`config.mk`:
```
export PLATFORM = sky130hd
export DESIGN_NAME = occupancy_grid_greedy_step
export DESIGN_NICKNAME = d
export VERILOG_FILES = /design/src/hw/rtl/occgs_pkg.sv /design/src/hw/rtl/occgs_ram.sv /design/src/hw/rtl/occupancy_grid_greedy_step.sv
export SDC_FILE = /design/constraint.sdc
export NUM_CORES = 1
export LEC_CHECK = 0
export BUFFER_PORTS_ARGS = -buffer_cell sky130_fd_sc_hd__buf_2
export CAP_MARGIN = 25
export CORE_ASPECT_RATIO = 0.9
export CORE_UTILIZATION = 40
export CTS_BUF_LIST = sky130_fd_sc_hd__clkbuf_2
export CTS_CLUSTER_DIAMETER = 150
export DETAILED_ROUTE_END_ITERATION = 8
export HOLD_SLACK_MARGIN = 0.12
export PLACE_DENSITY_LB_ADDON = 0.05
export REMOVE_ABC_BUFFERS = 1
export SYNTH_ARGS = -nofsm -noshare
export SYNTH_HDL_FRONTEND = slang
export SYNTH_SLANG_ARGS = --single-unit
```
`constraint.sdc`:
```
create_clock -name clk -period 25.4 [get_ports clk]
set_clock_uncertainty 0.15 [all_clocks]
set_input_delay 5.08 -clock clk [delete_from_list [all_inputs] [get_ports clk]]
set_output_delay 5.08 -clock clk [all_outputs]
set_load 0.03 [all_outputs]
```
`src/hw/rtl/occgs_pkg.sv`:
```
// Shared defaults for the occupancy grid greedy step block.
package occgs_pkg;

    // Default grid geometry
    localparam int GRID_ROWS_DEF = 16;
    localparam int GRID_COLS_DEF = 16;
    localparam int CELL_SIZE_DEF = 8;

    // Width of one tile state entry
    localparam int TILE_W = 2;

endpackage

```
`src/hw/rtl/occgs_ram.sv`:
```
// Generic single write port, single read port RAM with registered read data.
module occgs_ram #(
    parameter int WIDTH = 8,
    parameter int DEPTH = 16
) (
    input  logic                     clk,
    input  logic                     we,
    input  logic [$clog2(DEPTH)-1:0] waddr,
    input  logic [WIDTH-1:0]         wdata,
    input  logic                     re,
    input  logic [$clog2(DEPTH)-1:0] raddr,
    output logic [WIDTH-1:0]         rdata
);

    logic [WIDTH-1:0] mem_reg [DEPTH];
    logic [WIDTH-1:0] rdata_reg;

    // Write port and registered read port
    always_ff @(posedge clk)
    begin
        if (we)
        begin
            mem_reg[waddr] <= wdata;
        end
        if (re)
        begin
            rdata_reg <= mem_reg[raddr];
        end
    end

    assign rdata = rdata_reg;

endmodule

```
`src/hw/rtl/occupancy_grid_greedy_step.sv`:
```
// Top level of the occupancy grid greedy step block.
// Keeps a GRID_ROWS x GRID_COLS map of tile states (empty, blocked, occupied) in a
// synchronous RAM and per-column black pixel counts in a second RAM. Pixel items arrive
// in raster order; when the last pixel of a tile arrives the tile becomes blocked if more
// than 5 percent of its pixels were black. Pixel and occupy items are taken one per cycle
// while no clear or step query is under way: the column count is read in the accept cycle
// and written back the cycle after, with a forwarding register covering back-to-back pixels
// of the same tile column. A step query holds off the input until its result is registered;
// the four neighbour tiles are read one by one through the single read port of the tile RAM.
// After reset the block clears both RAMs and takes no item until that is done. A finished
// result sits in an output register, so pixel and occupy items keep flowing while it waits
// to be taken.
module occupancy_grid_greedy_step
    import occgs_pkg::*;
#(
    parameter int GRID_ROWS = GRID_ROWS_DEF,
    parameter int GRID_COLS = GRID_COLS_DEF,
    parameter int CELL_SIZE = CELL_SIZE_DEF
) (
    input  logic               clk,
    input  logic               rst_n,
    input  logic               in_valid,
    output logic               in_ready,
    input  logic [1:0]         operation,
    input  logic               pixel_is_black,
    input  logic [3:0]         cell_row,
    input  logic [3:0]         cell_col,
    input  logic signed [10:0] from_x,
    input  logic signed [10:0] from_y,
    input  logic signed [10:0] to_x,
    input  logic signed [10:0] to_y,
    input  logic [7:0]         tie_pick,
    output logic               out_valid,
    input  logic               out_ready,
    output logic [3:0]         next_row,
    output logic [3:0]         next_col,
    output logic               moved
);

    localparam int RW     = $clog2(GRID_ROWS);
    localparam int CW     = $clog2(GRID_COLS);
    localparam int TILES  = GRID_ROWS * GRID_COLS;
    localparam int AW     = $clog2(TILES);
    localparam int OW     = (CELL_SIZE > 1) ? $clog2(CELL_SIZE) : 1;
    localparam int NPIX   = CELL_SIZE * CELL_SIZE;
    localparam int KW     = $clog2(NPIX + 1);
    localparam int THRESH = NPIX / 20;
    localparam int SH     = 10 + $clog2(CELL_SIZE);
    localparam int RECIP  = ((1 << SH) + CELL_SIZE - 1) / CELL_SIZE;
    localparam int MW     = $clog2(RECIP + 1);
    localparam int PW     = 10 + MW;
    localparam int DW     = $clog2(GRID_ROWS + GRID_COLS - 1);
    localparam int NB     = 4;

    typedef enum logic [1:0] {
        OP_PIXEL  = 2'd0,
        OP_OCCUPY = 2'd1,
        OP_STEP   = 2'd2
    } op_t;

    typedef enum logic [TILE_W-1:0] {
        TILE_EMPTY    = 2'd0,
        TILE_BLOCKED  = 2'd1,
        TILE_OCCUPIED = 2'd2
    } tile_t;

    typedef enum logic [5:0] {
        S_CLR  = 6'b000001,
        S_IDLE = 6'b000010,
        S_TILE = 6'b000100,
        S_READ = 6'b001000,
        S_MIN  = 6'b010000,
        S_SEL  = 6'b100000
    } state_t;

    // Linear tile address from row and column
    function automatic logic [AW-1:0] tile_addr(input logic [RW-1:0] r,
                                                input logic [CW-1:0] c);
        tile_addr = AW'(AW'(r) * AW'(GRID_COLS)) + AW'(c);
    endfunction

    // Pixel coordinate to tile index: negative gives 0, past the end gives the last tile
    function automatic logic [9:0] clamp_tile(input logic neg, input logic [PW-1:0] prod,
                                              input logic [9:0] lim);
        logic [9:0] q;
        q = 10'(prod >> SH);
        if (neg)
        begin
            clamp_tile = '0;
        end
        else if (q >= lim)
        begin
            clamp_tile = lim - 10'd1;
        end
        else
        begin
            clamp_tile = q;
        end
    endfunction

    // 8-bit value modulo 3 by folding base-4 digits
    function automatic logic [1:0] mod3(input logic [7:0] v);
        logic [3:0] s;
        logic [2:0] t;
        s = 4'(v[1:0]) + 4'(v[3:2]) + 4'(v[5:4]) + 4'(v[7:6]);
        t = 3'(s[3:2]) + 3'(s[1:0]);
        if (t >= 3'd3)
        begin
            t = t - 3'd3;
        end
        if (t >= 3'd3)
        begin
            t = t - 3'd3;
        end
        mod3 = t[1:0];
    endfunction

    // Control registers
    state_t          state_reg, state_next;
    logic [AW-1:0]   clr_reg, clr_next;
    logic [OW-1:0]   px_off_reg, px_off_next;
    logic [OW-1:0]   py_off_reg, py_off_next;
    logic [CW-1:0]   tcol_reg, tcol_next;
    logic [RW-1:0]   trow_reg, trow_next;
    logic            s1_vld_reg, s1_vld_next;
    logic            fwd_vld_reg, fwd_vld_next;
    logic [2:0]      rd_k_reg, rd_k_next;
    logic            rsp_vld_reg, rsp_vld_next;
    logic            out_valid_reg, out_valid_next;

    // Payload registers
    logic            s1_pix_reg;
    logic            s1_black_reg;
    logic            s1_last_reg;
    logic [CW-1:0]   s1_tc_reg;
    logic [AW-1:0]   s1_addr_reg;
    logic [CW-1:0]   fwd_addr_reg;
    logic [KW-1:0]   fwd_data_reg;
    logic [PW-1:0]   prod_fx_reg, prod_fy_reg, prod_tx_reg, prod_ty_reg;
    logic            neg_fx_reg, neg_fy_reg, neg_tx_reg, neg_ty_reg;
    logic [7:0]      tie_reg;
    logic [RW-1:0]   si_reg, ei_reg;
    logic [CW-1:0]   sj_reg, ej_reg;
    logic [1:0]      rsp_k_reg;
    logic [NB-1:0]   cand_reg;
    logic [DW-1:0]   cost_reg [NB];
    logic [NB-1:0]   tie_mask_reg;
    logic [2:0]      tcnt_reg;
    logic [RW-1:0]   out_row_reg;
    logic [CW-1:0]   out_col_reg;
    logic            out_moved_reg;

    // Combinational signals
    logic            acc, pix_acc, occ_acc, step_acc;
    logic            occ_in_range;
    logic            pix_last;
    logic            out_free;
    logic            tile_we, tile_re;
    logic [AW-1:0]   tile_waddr, tile_raddr;
    logic [TILE_W-1:0] tile_wdata, tile_rdata;
    logic            cnt_we;
    logic [CW-1:0]   cnt_waddr;
    logic [KW-1:0]   cnt_wdata, cnt_rdata, cnt_cur, cnt_sum;
    logic [RW-1:0]   nb_r [NB];
    logic [CW-1:0]   nb_c [NB];
    logic [NB-1:0]   nb_in;
    logic [DW-1:0]   nb_cost [NB];
    logic [AW-1:0]   nb_addr [NB];
    logic            same_tile;
    logic [NB-1:0]   min_mask, min_tie;
    logic [DW-1:0]   min_best;
    logic [2:0]      min_cnt;
    logic [1:0]      pick;
    logic [2:0]      seen;
    logic            sel_found;
    logic [1:0]      sel_k;

    // Input handshake and item decode
    assign in_ready     = (state_reg == S_IDLE);
    assign acc          = in_valid && in_ready;
    assign occ_in_range = (9'(cell_row) < 9'(GRID_ROWS)) && (9'(cell_col) < 9'(GRID_COLS));
    assign pix_acc      = acc && (op_t'(operation) == OP_PIXEL);
    assign occ_acc      = acc && (op_t'(operation) == OP_OCCUPY) && occ_in_range;
    assign step_acc     = acc && (op_t'(operation) == OP_STEP);
    assign pix_last     = (px_off_reg == OW'(CELL_SIZE - 1)) &&
                          (py_off_reg == OW'(CELL_SIZE - 1));
    assign out_free     = !out_valid_reg || out_ready;

    // Raster position advance
    always_comb
    begin
        px_off_next = px_off_reg;
        py_off_next = py_off_reg;
        tcol_next   = tcol_reg;
        trow_next   = trow_reg;
        if (pix_acc)
        begin
            if (px_off_reg == OW'(CELL_SIZE - 1))
            begin
                px_off_next = '0;
                if (tcol_reg == CW'(GRID_COLS - 1))
                begin
                    tcol_next = '0;
                    if (py_off_reg == OW'(CELL_SIZE - 1))
                    begin
                        py_off_next = '0;
                        trow_next   = (trow_reg == RW'(GRID_ROWS - 1)) ? '0 :
                                      trow_reg + RW'(1);
                    end
                    else
                    begin
                        py_off_next = py_off_reg + OW'(1);
                    end
                end
                else
                begin
                    tcol_next = tcol_reg + CW'(1);
                end
            end
            else
            begin
                px_off_next = px_off_reg + OW'(1);
            end
        end
    end

    // Column count update with forwarding of the previous write
    assign cnt_cur = (fwd_vld_reg && (fwd_addr_reg == s1_tc_reg)) ? fwd_data_reg : cnt_rdata;
    assign cnt_sum = cnt_cur + KW'(s1_black_reg);

    always_comb
    begin
        if (state_reg == S_CLR)
        begin
            cnt_we    = (clr_reg < AW'(GRID_COLS));
            cnt_waddr = clr_reg[CW-1:0];
            cnt_wdata = '0;
        end
        else
        begin
            cnt_we    = s1_vld_reg && s1_pix_reg;
            cnt_waddr = s1_tc_reg;
            cnt_wdata = s1_last_reg ? '0 : cnt_sum;
        end
    end

    // Tile map write: clearing sweep, completed tile or occupy
    always_comb
    begin
        if (state_reg == S_CLR)
        begin
            tile_we    = 1'b1;
            tile_waddr = clr_reg;
            tile_wdata = TILE_EMPTY;
        end
        else
        begin
            tile_we    = s1_vld_reg && (!s1_pix_reg || s1_last_reg);
            tile_waddr = s1_addr_reg;
            if (!s1_pix_reg)
            begin
                tile_wdata = TILE_OCCUPIED;
            end
            else if (cnt_sum > KW'(THRESH))
            begin
                tile_wdata = TILE_BLOCKED;
            end
            else
            begin
                tile_wdata = TILE_EMPTY;
            end
        end
    end

    // Neighbours of the start tile in the order up, down, left, right
    always_comb
    begin
        nb_r[0] = si_reg - RW'(1);
        nb_c[0] = sj_reg;
        nb_r[1] = si_reg + RW'(1);
        nb_c[1] = sj_reg;
        nb_r[2] = si_reg;
        nb_c[2] = sj_reg - CW'(1);
        nb_r[3] = si_reg;
        nb_c[3] = sj_reg + CW'(1);
        nb_in[0] = (si_reg != '0);
        nb_in[1] = (si_reg != RW'(GRID_ROWS - 1));
        nb_in[2] = (sj_reg != '0);
        nb_in[3] = (sj_reg != CW'(GRID_COLS - 1));
        for (int k = 0; k < NB; k++)
        begin
            nb_cost[k] = DW'((nb_r[k] > ei_reg) ? nb_r[k] - ei_reg : ei_reg - nb_r[k]) +
                         DW'((nb_c[k] > ej_reg) ? nb_c[k] - ej_reg : ej_reg - nb_c[k]);
            nb_addr[k] = nb_in[k] ? tile_addr(nb_r[k], nb_c[k]) : '0;
        end
    end

    // Neighbour read issue
    assign tile_re    = (state_reg == S_READ) && (rd_k_reg < 3'(NB));
    assign tile_raddr = nb_addr[rd_k_reg[1:0]];

    // Cheapest candidates
    assign same_tile = (si_reg == ei_reg) && (sj_reg == ej_reg);
    always_comb
    begin
        min_mask = same_tile ? '0 : cand_reg;
        min_best = '1;
        min_cnt  = '0;
        for (int k = 0; k < NB; k++)
        begin
            if (min_mask[k] && (cost_reg[k] < min_best))
            begin
                min_best = cost_reg[k];
            end
        end
        for (int k = 0; k < NB; k++)
        begin
            min_tie[k] = min_mask[k] && (cost_reg[k] == min_best);
            if (min_tie[k])
            begin
                min_cnt = min_cnt + 3'd1;
            end
        end
    end

    // Tie pick: tie value modulo the number of cheapest candidates
    always_comb
    begin
        case (tcnt_reg)
            3'd2:    pick = {1'b0, tie_reg[0]};
            3'd3:    pick = mod3(tie_reg);
            3'd4:    pick = tie_reg[1:0];
            default: pick = 2'd0;
        endcase
        seen      = '0;
        sel_found = 1'b0;
        sel_k     = '0;
        for (int k = 0; k < NB; k++)
        begin
            if (tie_mask_reg[k] && !sel_found)
            begin
                if (seen == 3'(pick))
                begin
                    sel_found = 1'b1;
                    sel_k     = 2'(k);
                end
                seen = seen + 3'd1;
            end
        end
    end

    // Sequencer
    always_comb
    begin
        state_next     = state_reg;
        clr_next       = clr_reg;
        rd_k_next      = rd_k_reg;
        out_valid_next = out_valid_reg && !out_ready;
        unique case (state_reg)
            S_CLR:
            begin
                clr_next = clr_reg + AW'(1);
                if (clr_reg == AW'(TILES - 1))
                begin
                    state_next = S_IDLE;
                end
            end
            S_IDLE:
            begin
                if (step_acc)
                begin
                    state_next = S_TILE;
                end
            end
            S_TILE:
            begin
                rd_k_next  = '0;
                state_next = S_READ;
            end
            S_READ:
            begin
                if (rd_k_reg == 3'(NB))
                begin
                    state_next = S_MIN;
                end
                else
                begin
                    rd_k_next = rd_k_reg + 3'd1;
                end
            end
            S_MIN:
            begin
                state_next = S_SEL;
            end
            S_SEL:
            begin
                if (out_free)
                begin
                    out_valid_next = 1'b1;
                    state_next     = S_IDLE;
                end
            end
            default:
            begin
                state_next = S_IDLE;
            end
        endcase
    end

    assign s1_vld_next  = pix_acc || occ_acc;
    assign fwd_vld_next = s1_vld_reg && s1_pix_reg;
    assign rsp_vld_next = tile_re;

    // Control state
    always_ff @(posedge clk or negedge rst_n)
    begin
        if (!rst_n)
        begin
            state_reg     <= S_CLR;
            clr_reg       <= '0;
            px_off_reg    <= '0;
            py_off_reg    <= '0;
            tcol_reg      <= '0;
            trow_reg      <= '0;
            s1_vld_reg    <= 1'b0;
            fwd_vld_reg   <= 1'b0;
            rd_k_reg      <= '0;
            rsp_vld_reg   <= 1'b0;
            out_valid_reg <= 1'b0;
        end
        else
        begin
            state_reg     <= state_next;
            clr_reg       <= clr_next;
            px_off_reg    <= px_off_next;
            py_off_reg    <= py_off_next;
            tcol_reg      <= tcol_next;
            trow_reg      <= trow_next;
            s1_vld_reg    <= s1_vld_next;
            fwd_vld_reg   <= fwd_vld_next;
            rd_k_reg      <= rd_k_next;
            rsp_vld_reg   <= rsp_vld_next;
            out_valid_reg <= out_valid_next;
        end
    end

    // Datapath registers
    always_ff @(posedge clk)
    begin
        // write-back stage for pixel and occupy items
        s1_pix_reg   <= pix_acc;
        s1_black_reg <= pixel_is_black;
        s1_last_reg  <= pix_last;
        s1_tc_reg    <= tcol_reg;
        s1_addr_reg  <= pix_acc ? tile_addr(trow_reg, tcol_reg) :
                        tile_addr(RW'(cell_row), CW'(cell_col));
        fwd_addr_reg <= cnt_waddr;
        fwd_data_reg <= cnt_wdata;

        // step query: divide by the cell size through the reciprocal
        if (step_acc)
        begin
            prod_fx_reg <= PW'(from_x[9:0]) * PW'(RECIP);
            prod_fy_reg <= PW'(from_y[9:0]) * PW'(RECIP);
            prod_tx_reg <= PW'(to_x[9:0]) * PW'(RECIP);
            prod_ty_reg <= PW'(to_y[9:0]) * PW'(RECIP);
            neg_fx_reg  <= from_x[10];
            neg_fy_reg  <= from_y[10];
            neg_tx_reg  <= to_x[10];
            neg_ty_reg  <= to_y[10];
            tie_reg     <= tie_pick;
        end

        // clamp to tiles
        if (state_reg == S_TILE)
        begin
            sj_reg <= CW'(clamp_tile(neg_fx_reg, prod_fx_reg, 10'(GRID_COLS)));
            si_reg <= RW'(clamp_tile(neg_fy_reg, prod_fy_reg, 10'(GRID_ROWS)));
            ej_reg <= CW'(clamp_tile(neg_tx_reg, prod_tx_reg, 10'(GRID_COLS)));
            ei_reg <= RW'(clamp_tile(neg_ty_reg, prod_ty_reg, 10'(GRID_ROWS)));
        end

        // neighbour responses
        rsp_k_reg <= rd_k_reg[1:0];
        if (rsp_vld_reg)
        begin
            cand_reg[rsp_k_reg] <= nb_in[rsp_k_reg] && (tile_rdata == TILE_EMPTY);
            cost_reg[rsp_k_reg] <= nb_cost[rsp_k_reg];
        end

        if (state_reg == S_MIN)
        begin
            tie_mask_reg <= min_tie;
            tcnt_reg     <= min_cnt;
        end

        // result register
        if ((state_reg == S_SEL) && out_free)
        begin
            out_row_reg   <= sel_found ? nb_r[sel_k] : si_reg;
            out_col_reg   <= sel_found ? nb_c[sel_k] : sj_reg;
            out_moved_reg <= sel_found;
        end
    end

    assign out_valid = out_valid_reg;
    assign next_row  = 4'(out_row_reg);
    assign next_col  = 4'(out_col_reg);
    assign moved     = out_moved_reg;

    // Tile state map
    occgs_ram #(
        .WIDTH (TILE_W),
        .DEPTH (TILES)
    ) u_tile_ram (
        .clk   (clk),
        .we    (tile_we),
        .waddr (tile_waddr),
        .wdata (tile_wdata),
        .re    (tile_re),
        .raddr (tile_raddr),
        .rdata (tile_rdata)
    );

    // Per-column black pixel counts
    occgs_ram #(
        .WIDTH (KW),
        .DEPTH (GRID_COLS)
    ) u_count_ram (
        .clk   (clk),
        .we    (cnt_we),
        .waddr (cnt_waddr),
        .wdata (cnt_wdata),
        .re    (pix_acc),
        .raddr (tcol_reg),
        .rdata (cnt_rdata)
    );

    // Neighbour reads never collide with a tile map write
    assert property (@(posedge clk) disable iff (!rst_n) !(tile_we && tile_re))
        else $error("tile map read and write in the same cycle");

    // A tile's count never exceeds its pixel count
    assert property (@(posedge clk) disable iff (!rst_n)
        (s1_vld_reg && s1_pix_reg) |-> (cnt_sum <= KW'(NPIX)))
        else $error("black count overflow");

    // A chosen tile is a 4-neighbour of the start tile
    assert property (@(posedge clk) disable iff (!rst_n)
        ((state_reg == S_SEL) && out_free && sel_found) |=>
        (((out_row_reg == si_reg) &&
          ((out_col_reg == sj_reg + CW'(1)) || (out_col_reg + CW'(1) == sj_reg))) ||
         ((out_col_reg == sj_reg) &&
          ((out_row_reg == si_reg + RW'(1)) || (out_row_reg + RW'(1) == si_reg)))))
        else $error("chosen tile is not adjacent to the start tile");

endmodule
```
==> out/metrics.cfg <==
[setup_path]
regToRegStartpoint=sj_reg[0]$_SDFFCE_PP0P_
arrival_ps=10210
reg2regPathDepth=34
path_buf_inv=2
crit_family=simple AND/OR/NAND/NOR gates
worstReg2RegEnd=tcnt_reg[1]$_DFFE_PP_
worst-path-stages=34
cp_max_fo=9
startpoint_type=flip-flop
path_common_cell=ha_1
max_stage_delay_ps=670
cp_slowest_cell=edfxtp_1
ff2ff_setup_slack_ps=16270
path_class=reg -> reg
required_ps=26480
end_kind=flip-flop

[final_layout]
fillCellCount=8592
layout.nets=3412
largest_reg_flops=512
layout-drive-gt1-share_pct=15.8
synthToLayoutAreaGrowth_pct=9.54

[worst_hold_path]
hold_start=px_off_reg[2]$_DFFE_PN0P_
min_to=px_off_reg[2]$_DFFE_PN0P_
hold_path_depth=1
min-delay-path-class=reg -> reg

[cts]
clock_latency_ps=1480
clockRootBuffer=clkbuf_2
cts_tree=built
cts_hold_buf=0
cts_resized=0
numCtsBuffers=202
path_clk_slew_ps=120
clkSinkCount=792
ctsLongestPathBuffers=3
htreeDepth=4
post_cts_buffers=0

[yosys]
syn_inst=3079
ys.flop_type=edfxtp_1
avgSynthCellArea_um2=11.9
synth-seq-cells=792
yosys.area.top_type=edfxtp_1
yosysTopAreaCellShare_pct=59.7
synth_area_leaders=edfxtp_1 (60%), nand2_1 (6.5%), nor2_1 (3.3%), ha_1 (3.1%), nand3_1 (3.0%)
synthArstFlopShare_pct=4.42
synth_edf_count=729
synthDistinctLibCells=87
ys_warn_count=0
syn-cell-area_mm2=0.0366
seq_area_frac_synth_pct=63.7

[grt]
gr-usage-all-layers_pct=21.1
grt_overflow=0
grt_pass1_vias=25033
grt_max_degree=145
grt_pass1_wl_mm=147
antenna_found_initial=2

[placed_design]
gp_congestion=0.836
hpwl_mm=58.2
post-place-ws_ps=16290
io_buffers=65

[drt]
num_vias=24470
dr.pass1.iters=5
drt-total-wl_mm=96.8
drt-wirelength-per-cell_um=21.0
ant_nets=0
drc=0
drt_iter0_drc=1505
viasPerCell=5.31

[sta]
slew_headroom_pct=31.5
fmax_ghz=0.110
fin_crit_sh_pct=36.0
worstMarginPinSlew_ps=1020
setup_viol=0
holdWs_ps=369
hold_viol_final=0
fin_ws_ps=16270
tns_ps=0
drv_slew=0
period_minus_slack_ps=9130
rsz0062_at_grt=false

[floorplanning]
die-area_mm2=0.0928
initial_utilization_pct=40.7
io_pins=78
die_y_um=289
core.rowCount=104
dieWidth_um=321
coreArea_mm2=0.0900

[power]
irDropWorstVdd_mv=0.0425
power.share.sequential_pct=50.5
p_leak_nw=14.7
p_int_mw=1.98
clock_power_share_pct=28.9
switching_share_pct=32.3
powerDensity_mw_per_mm2=73.0
combPwrFrac_pct=20.6
p_switching_mw=0.947

[outcome]
status=completed

[job]
maxCapViolations=0

-- layout by cell type, fill, tap and decap left out, types with 51 or more instances in the layout --
cell / n
mux2i_1: 51
a21oi_1: 63
a311oi_1: 87
and3_1: 53
inv_1: 121
nand3_1: 218
clkbuf_2: 299
nand2_1: 628
ha_1: 91
xnor2_1: 56
nor2_1: 322
edfxtp_1: 729
buf_2: 66
-- power by group through the flow --
stage / registers, mW / clock network [mW] / logic [mW]
global route: 1.48 / 0.941 / 0.668
detailed placement: 1.51 / 0 / 0.610
finish: 1.48 / 0.846 / 0.605
global placement: 1.51 / 0 / 0.593
CTS: 1.48 / 0.883 / 0.613
floorplan: 1.52 / 0 / 0.415
-- per-layer routing --
metal	global-route usage (%)	share of wire [%]	wire [um]	up-vias
li1	-	-	-	11571
met1	28.2	45	43800	12180
met2	35.0	48	46800	574
met3	3.50	4.5	4390	145
met4	6.85	2.0	1900	0
met5	0	0	0	-
-- synth_stat cells (all sizes together) (5+ instances only) --
library cell	instances
edfxtp	729
nand2	634
nor2	323
nand3	218
inv	121
clkbuf	111
ha	91
a311oi	87
a21oi	66
mux2i	56
xnor2	56
and3	53
buf	52
o21ai	51
mux2	36
dfrtp	34
dfxtp	28
xor2	24
a21o	22
a31oi	22
fa	21
mux4	19
nor3	19
nand3b	17
a221oi	15
a22oi	14
nand2b	14
nor2b	10
nor3b	10
and2	9
nor4	9
o31ai	9
or3	8
nand4	7
a31o	6
a22o	5
a311o	5
o22ai	5
o32ai	5
-- worst max path at each step --
stage / from / to / slack [ps]
6_report: sj_reg[0]$_SDFFCE_PP0P_ / tcnt_reg[1]$_DFFE_PP_ / 16270
5_1_grt: sj_reg[0]$_SDFFCE_PP0P_ / tcnt_reg[1]$_DFFE_PP_ / 15670
4_1_cts: sj_reg[0]$_SDFFCE_PP0P_ / tcnt_reg[1]$_DFFE_PP_ / 16250
3_5_place_dp: sj_reg[0]$_SDFFCE_PP0P_ / tcnt_reg[1]$_DFFE_PP_ / 16290
3_3_place_gp: sj_reg[0]$_SDFFCE_PP0P_ / tcnt_reg[1]$_DFFE_PP_ / 16310
2_1_floorplan: si_reg[0]$_SDFFCE_PP0P_ / u_tile_ram.rdata[1]$_DFFE_PP_ / 15690
-- worst register-to-register path: cells and delay by family (launching register included) --
kind / cells / cell delay [ps]
AOI/OAI and AO/OA: 9 / 1950
and+or+nand+nor: 12 / 2340
muxes: 4 / 1320
adders and majority gates: 6 / 1960
xor gates and xnor gates: 1 / 200
DFF: 1 / 670
buffers and inverters: 2 / 290
-- area by class of cell --
class / count / area (um2) / area share, %
diodes: 5 / 12.5 / 0.0312
clock buffers: 299 / 1500 / 3.73
clock inverters: 54 / 282 / 0.701
inverters: 121 / 454 / 1.13
multi-input cells: 2003 / 12300 / 30.6
flip-flops and latches: 792 / 23300 / 58.1
well taps: 1219 / 1530 / 3.80
repair buffers: 113 / 763 / 1.90
-- metrics by stage --
stage | utilization [%] | power (mW) | cell area [um2] | instances
after floorplan | - | 1.94 | 36000 | 2916
after global placement | 42.4 | 2.10 | 38200 | 4239
after detailed placement | 42.5 | 2.12 | 38300 | 4245
after CTS | 44.5 | 2.98 | 40100 | 4598
after global routing | 44.6 | 3.09 | 40100 | 4603
final | 44.6 | 2.93 | 40100 | 4606
-- kinds of logic (layout without fill, tap and decap cells) --
logic type / Yosys count / count (layout) / synth area share (%)
multiplexers: 111 / 111 / 3.93
AND/OR/NAND/NOR: 1349 / 1349 / 16.1
other: 0 / 5 / 0
adder cells (fa/ha/maj): 114 / 114 / 4.31
flip-flops: 792 / 792 / 63.7
AO/OA/AOI/OAI: 349 / 349 / 6.95
XOR/XNOR: 80 / 80 / 1.93
buffers and inverters: 284 / 587 / 3.11
Power figures use the tool's default switching activity.
